**src/rtl/core/cle_pkg.sv**
```systemverilog
package cle_pkg;

  localparam int BUF_DEPTH = 128;
  localparam int PTR_SPAN  = 2 * BUF_DEPTH;
  localparam int PTR_W     = $clog2(PTR_SPAN);
  localparam int ADDR_W    = $clog2(BUF_DEPTH);
  localparam int CNT_W     = $clog2(BUF_DEPTH + 1);
  localparam int BYTE_W    = 8;

  typedef logic [PTR_W-1:0]  ptr_t;
  typedef logic [ADDR_W-1:0] addr_t;
  typedef logic [CNT_W-1:0]  cnt_t;
  typedef logic [BYTE_W-1:0] byte_t;

  localparam byte_t KEY_NUL    = 8'h00;
  localparam byte_t KEY_CTRL_D = 8'h04;
  localparam byte_t KEY_CTRL_H = 8'h08;
  localparam byte_t KEY_LF     = 8'h0A;
  localparam byte_t KEY_CR     = 8'h0D;
  localparam byte_t KEY_CTRL_P = 8'h10;
  localparam byte_t KEY_CTRL_S = 8'h13;
  localparam byte_t KEY_CTRL_U = 8'h15;
  localparam byte_t KEY_ESC    = 8'h1B;
  localparam byte_t KEY_DEL    = 8'h7F;
  localparam byte_t ERASE_MAX  = 8'hFF;

  typedef enum logic {
    OP_KEY,
    OP_READ
  } opcode_e;

  typedef enum logic [1:0] {
    ECHO_NONE,
    ECHO_CHAR,
    ECHO_ERASE
  } echo_kind_e;

  typedef enum logic [2:0] {
    RD_NONE,
    RD_BYTE,
    RD_EMPTY,
    RD_EOF_USED,
    RD_EOF_KEPT
  } read_status_e;

  typedef enum logic [2:0] {
    S_IDLE,
    S_EXEC,
    S_RD_WAIT,
    S_KILL_WAIT,
    S_OUT
  } ctrl_state_e;

  typedef struct packed {
    echo_kind_e   echo_kind;
    byte_t        echo_char;
    byte_t        erase_count;
    logic         line_committed;
    logic         dump_request;
    byte_t        read_byte;
    read_status_e read_status;
    logic         read_ends;
  } result_t;

  localparam result_t RESULT_IDLE = '{
    echo_kind:      ECHO_NONE,
    echo_char:      KEY_NUL,
    erase_count:    KEY_NUL,
    line_committed: 1'b0,
    dump_request:   1'b0,
    read_byte:      KEY_NUL,
    read_status:    RD_NONE,
    read_ends:      1'b0
  };

  // controller -> datapath
  typedef struct packed {
    logic load_item;
    logic exec_key;
    logic read_empty;
    logic read_issue;
    logic read_finish;
    logic kill_issue;
    logic kill_step;
    logic out_load;
  } cmd_t;

  // datapath -> controller
  typedef struct packed {
    logic is_read;
    logic is_kill;
    logic rd_empty;
    logic kill_empty;
    logic kill_lf;
    logic kill_last;
    logic out_free;
  } sts_t;

  function automatic ptr_t ptr_inc(input ptr_t p);
    return (p == ptr_t'(PTR_SPAN - 1)) ? '0 : ptr_t'(p + ptr_t'(1));
  endfunction

  function automatic ptr_t ptr_dec(input ptr_t p);
    return (p == '0) ? ptr_t'(PTR_SPAN - 1) : ptr_t'(p - ptr_t'(1));
  endfunction

  function automatic addr_t ptr_addr(input ptr_t p);
    return (p >= ptr_t'(BUF_DEPTH)) ? addr_t'(p - ptr_t'(BUF_DEPTH)) : addr_t'(p);
  endfunction

  function automatic ptr_t ptr_dist(input ptr_t hi, input ptr_t lo);
    logic [PTR_W:0] wrapped;
    wrapped = {1'b0, hi} + (PTR_W + 1)'(PTR_SPAN) - {1'b0, lo};
    return (hi >= lo) ? ptr_t'(hi - lo) : ptr_t'(wrapped);
  endfunction

  function automatic byte_t erase_sat(input cnt_t n);
    return (int'(n) > int'(ERASE_MAX)) ? ERASE_MAX : byte_t'(n);
  endfunction

endpackage

```
**src/rtl/core/cle_ctrl.sv**
```systemverilog
module cle_ctrl import cle_pkg::*; (
  input  logic clk_i,
  input  logic rst_ni,
  input  logic in_valid_i,
  output logic in_ready_o,
  input  sts_t sts_i,
  output cmd_t cmd_o
);

  ctrl_state_e state_q, state_d;

  always_ff @(posedge clk_i or negedge rst_ni) begin
    if (!rst_ni) begin
      state_q <= S_IDLE;
    end else begin
      state_q <= state_d;
    end
  end

  always_comb begin
    state_d    = state_q;
    cmd_o      = '0;
    in_ready_o = 1'b0;
    case (state_q)
      S_IDLE: begin
        in_ready_o = 1'b1;
        if (in_valid_i) begin
          cmd_o.load_item = 1'b1;
          state_d         = S_EXEC;
        end
      end
      S_EXEC: begin
        if (sts_i.is_read) begin
          if (sts_i.rd_empty) begin
            cmd_o.read_empty = 1'b1;
            state_d          = S_OUT;
          end else begin
            cmd_o.read_issue = 1'b1;
            state_d          = S_RD_WAIT;
          end
        end else if (sts_i.is_kill) begin
          if (sts_i.kill_empty) begin
            state_d = S_OUT;
          end else begin
            cmd_o.kill_issue = 1'b1;
            state_d          = S_KILL_WAIT;
          end
        end else begin
          cmd_o.exec_key = 1'b1;
          state_d        = S_OUT;
        end
      end
      S_RD_WAIT: begin
        cmd_o.read_finish = 1'b1;
        state_d           = S_OUT;
      end
      S_KILL_WAIT: begin
        // one stored byte checked per cycle; stop at a newline or the commit point
        if (sts_i.kill_lf) begin
          state_d = S_OUT;
        end else begin
          cmd_o.kill_step = 1'b1;
          if (sts_i.kill_last) begin
            state_d = S_OUT;
          end
        end
      end
      S_OUT: begin
        if (sts_i.out_free) begin
          cmd_o.out_load = 1'b1;
          state_d        = S_IDLE;
        end
      end
      default: begin
        state_d = S_IDLE;
      end
    endcase
  end

  assert property (@(posedge clk_i) disable iff (!rst_ni)
    cmd_o.kill_step |-> state_q == S_KILL_WAIT && !sts_i.kill_lf)
    else $error("kill step taken on a newline");

  assert property (@(posedge clk_i) disable iff (!rst_ni)
    cmd_o.load_item |=> state_q == S_EXEC)
    else $error("accepted item not executed next cycle");

  assert property (@(posedge clk_i) disable iff (!rst_ni)
    cmd_o.read_issue |=> cmd_o.read_finish)
    else $error("read issue not followed by finish");

endmodule

```
**config.mk**
```make
export PLATFORM = sky130hd
export DESIGN_NAME = cle_ctrl
export DESIGN_NICKNAME = d
export VERILOG_FILES = /design/src/rtl/core/cle_pkg.sv /design/src/rtl/core/cle_ctrl.sv
export SDC_FILE = /design/constraint.sdc
export NUM_CORES = 1
export LEC_CHECK = 0
export ABC_CLOCK_PERIOD_IN_PS = 2000
export CAP_MARGIN = 20
export CORE_AREA = 2 2 39 41
export DETAILED_ROUTE_END_ITERATION = 10
export DIE_AREA = 0 0 41 43
export DONT_BUFFER_PORTS = 1
export PLACE_DENSITY_LB_ADDON = 0.25
export SLEW_MARGIN = 40
export SYNTH_ARGS = -nofsm -noshare
export SYNTH_HDL_FRONTEND = slang
export SYNTH_SLANG_ARGS = --single-unit
```
**constraint.sdc**
```tcl
create_clock -name clk_i -period 2 [get_ports clk_i]
set_clock_uncertainty 0.2 [all_clocks]
set_input_delay 0.3 -clock clk_i [delete_from_list [all_inputs] [get_ports clk_i]]
set_output_delay 0.3 -clock clk_i [all_outputs]
set_load 0.05 [all_outputs]
```
# After elaboration in Yosys (flattened, before gate mapping)
# Index checks and enable logic that the tools add are counted.
[totals]
register_bits = 3
output_inout_bits = 9
word_cells = 37
[classes]
eq_ne = 7
muxes = 27
reduce_logical = 2
[op_table]
columns = ["operator", "count"]
rows = [
  ["3-bit 2-to-1 mux", 9],
  ["1-bit 2-to-1 mux", 16],
  ["3-bit case mux with 5 select lines", 1],
  ["3-bit by 2-bit equality test with 1-bit output, second input constant", 2],
  ["2-bit inequality test, second input constant", 2],
  ["3-bit by 1-bit equality test with 1-bit output, second input constant", 1],
  ["3-bit equality test, second input constant", 1],
  ["3-bit zero test", 1],
  ["3-bit inequality test, second input constant", 1],
  ["3-bit AND reduction", 1],
  ["2-bit 2-to-1 mux", 1],
]

# Logic depth before layout (Yosys ltp)
[depth]
depth_word = 4
depth_mapped = 4

# Worst setup path before layout
# Ideal clock, no wire load.
[synth_path]
kind = "reg-to-output"
startpoint = "register state_q[1]"
endpoint = "output port cmd_o[7] in the netlist's numbering"
arrival_time_ns = 2.207
t_required_ns = 1.500
path_slack_ns = -0.707
path_stages_with_launch = 4
path_buffers = 1
path_cell_list = "dfrtp_1 -> clkbuf_1 -> nor3_1 -> and2_1"
[synth_lines]
columns = ["element", "line", "source"]
rows = [
  ["start: declaration", "cle_ctrl.sv:10", "ctrl_state_e state_q, state_d;"],
  ["start signal: assignment", "cle_ctrl.sv:16", "state_q <= state_d;"],
  ["end: declaration", "cle_ctrl.sv:7", "output cmd_t cmd_o"],
]

==> out/results.tsv <==
stage	metric	value	unit
global_routing	vias in the first global route	242	
timing	setup total negative slack	0	ns
yosys	top cell type's share of synthesized area	31.4	%
layout	register ranked first by flip-flop count	state_q	
yosys	Mapped Avg Cell Area	7.47	µm²
routing	total wire length	625	µm
setup_path	Max stage delay cell, worst path	sky130_fd_sc_hd__dfrtp_2	
floorplan	chip width	41	µm
setup_path	critical path's top delay family	flip-flops	
yosys	Seq/Total Area, Yosys	31.4	%
layout	count of nets after finishing	56	
global_routing	most crowded layer after global routing	met2	
timing	Pins Over Slew Limit	0	
power	worst vdd ir	0.287	mV
clock_network	clock sinks	3	
setup_path	kind of start point of the critical path	flop	
floorplan	initial core utilization	17.3	%
worst_hold_path	type of the tightest min-delay check	primary input to flop	
layout	most used cells in the layout excluding fill and tap cells	sky130_fd_sc_hd__buf_4, sky130_fd_sc_hd__nor2_1, sky130_fd_sc_hd__nor3_2, sky130_fd_sc_hd__nand2_1, sky130_fd_sc_hd__clkbuf_4	
timing	final setup vio count	0	
yosys	warnings from Yosys	0	
timing	relative slew slack	82.7	%
timing	slew at the pin closest to its max-slew limit	0.260	ns
place	Routability Congestion	0.661	
yosys	number of distinct standard cells referenced by the synthesized netlist	19	
floorplan	site row count	14	
routing	Vias	283	
routing	number of nets with antenna violations after detailed routing	0	
layout	Multi-input gate area	161	µm²
clock_network	clock-pin slew on the worst setup and hold paths	0.04	ns
yosys	synthesized instance count	32	
setup_path	worst path bufs/invs	2	
routing	vias per cell	4.64	
floorplan	Core ar.	1380	µm²
clock_network	clock tree root buffer cell	sky130_fd_sc_hd__clkbuf_4	
timing	number of hold violations in the final report	0	
layout	FF+latch area	76.3	µm²
timing	share of the clock period used by the worst path	94.6	%
routing	post-detailed-route wirelength per cell	10.2	µm
clock_network	# H-tree levels	1	
layout	max FFs per register	3	
place	Port Buffer Count	0	
clock_network	total CTS buffers	3	
global_routing	pin count of the biggest net entering global routing	10	
routing	number of remaining DRC errors	0	
global_routing	met3 usage	2.09	%
setup_path	sort of element at the end of the critical path	output pin	
outcome	outcome	finished clean	
routing	iteration-0 DRC count of the detailed router	1	
setup_path	maximum fanout encountered on the critical timing path	8	
global_routing	met2 usage	10.3	%
layout	Regs by FF count	state_q x3	
clock_network	clock insertion delay at the later pin of the skew report	0.24	ns
layout	total of fill cells in the finished design	153	
global_routing	initial antenna violation count	0	
yosys	largest area contributor in the netlist	sky130_fd_sc_hd__dfrtp_1	
setup_path	data arrival time at the worst-slack endpoint	1.39	ns
global_routing	Global Route Usage Sum	8.14	%
global_routing	wire length of the first global-routing pass	897	µm
floorplan	Die Height	43	µm
timing	final worst setup slack	0.109	ns
layout	area added between synthesis and finish	64.4	%
yosys	total nets after synthesis	42	
place	Post-DP HPWL	488	µm
timing	Period minus WS final	1.89	ns
run	max-cap violation count	0	
floorplan	die footprint	1760	µm²
global_routing	met1 Use GR	9.35	%
clock_network	TritonCTS clock tree	done	
setup_path	cell-by-cell trace of the critical path	nand3b_1 > buf_4 > nor3_2 > buf_6	
clock_network	number of buffers between clock root and the deepest sink	2	
place	setup slack at placement	0.310	ns
setup_path	category of the critical setup timing path	flop to output pin	
layout	fraction of final layout cells sized beyond drive strength 1	42.2	%
routing	Detailed Routing Iterations Pass 1	3	
layout	antenna cell count	0	
global_routing	aggregate global routing overflow	0	
yosys	combined area of all synthesized cells	239	µm²
timing	RSZ-0062 raised after global routing	false	
power	Lkg Pwr	0.165	nW
setup_path	Data required, critical path	1.50	ns
power	power density of the placed cells	1520	nW/µm²
layout	most common cell after layout, fill and taps aside	sky130_fd_sc_hd__buf_4	
timing	highest clock rate	529	MHz
yosys	top cells by area, synth	sky130_fd_sc_hd__dfrtp_1, sky130_fd_sc_hd__nor3_1, sky130_fd_sc_hd__nor2_1	
yosys	Seq cells post-synth	3	
floorplan	I/O pin cnt	19	
setup_path	CP max stage delay	0.44	ns
==> power breakdown <==
part	switching, mW	leakage (nW)	internal, mW
Sequential	0.0410	0.0373	0.0844
Clock	0.0345	0.0150	0.0750
Combinational	0.223	0.113	0.140
==> worst paths after layout <==
| path | from | to | slack [ns] | cells after the start |
|---|---|---|---|---|
| min in group asynchronous | rst_ni | state_q[0]$_DFFE_PN0P_ | 0.11 | 1 |
| max in group asynchronous | rst_ni | state_q[1]$_DFFE_PN0P_ | 1.33 | 1 |
| worst min-delay path | sts_i[4] | state_q[1]$_DFFE_PN0P_ | 0.08 | 2 |
| worst min register to register | state_q[1]$_DFFE_PN0P_ | state_q[0]$_DFFE_PN0P_ | 0.40 | 1 |
| worst max-delay path | state_q[1]$_DFFE_PN0P_ | cmd_o[6] | 0.11 | 4 |
| worst max register to register | state_q[0]$_DFFE_PN0P_ | state_q[2]$_DFFE_PN0P_ | 0.52 | 3 |
==> synthesized netlist by cell type <==
master                     count
sky130_fd_sc_hd__clkbuf_1      1
sky130_fd_sc_hd__buf_6         1
sky130_fd_sc_hd__inv_1         2
sky130_fd_sc_hd__and2_1        1
sky130_fd_sc_hd__or3b_1        1
sky130_fd_sc_hd__o21ai_1       1
sky130_fd_sc_hd__o22ai_1       1
sky130_fd_sc_hd__o21ai_0       1
sky130_fd_sc_hd__a21oi_1       2
sky130_fd_sc_hd__or3b_2        1
sky130_fd_sc_hd__o21a_1        2
sky130_fd_sc_hd__a31oi_1       1
sky130_fd_sc_hd__nor2_1        4
sky130_fd_sc_hd__nor4b_1       1
sky130_fd_sc_hd__nand2_1       3
sky130_fd_sc_hd__nor3_1        4
sky130_fd_sc_hd__nand3b_1      1
sky130_fd_sc_hd__nor3b_1       1
sky130_fd_sc_hd__dfrtp_1       3
==> layout make-up <==
class,instances,share of cell area [%]
Sequential cell,3,19.4
Tap cell,16,5.10
Inverter,2,1.91
Clock buffer,4,6.69
Timing Repair Buffer,11,25.8
Multi-Input combinational cell,25,41.1
==> repair_timing <==
item,in CTS,in global routing
hold endpoints to repair,3,0
setup endpoints to repair,0,2
hold buffers,1,0
buffers inserted,0,1
resized for setup,0,4
==> logic make-up (layout without fill, tap and decap cells) <==
kind of cell	Yosys count	count (layout)	share of synthesized area, %
AOI/OAI and AO/OA	8	8	19.9
and+or+nand+nor	17	17	39.3
buffers and inverters	4	17	9.42
DFF	3	3	31.4
==> metrics by stage <==
step	power [mW]	std cells	cell area, µm²	hold slack, ns	util (%)
after floorplan	0.382	32	249	-0.196	-
after global placement	0.467	55	334	-0.195	24.1
after detailed placement	0.466	55	334	-0.195	24.1
after CTS	0.582	60	370	0.0761	26.8
after global routing	0.638	61	393	0.102	28.4
final	0.598	61	393	0.0775	28.4
==> per-layer routing <==
metal  up-vias  part of all wire [%]
li1        139                     -
met1       127                    40
met2        15                    46
met3         2                    11
met4         0                   2.6
met5         -                     0
Note: power is estimated with default switching activity, not from simulation.
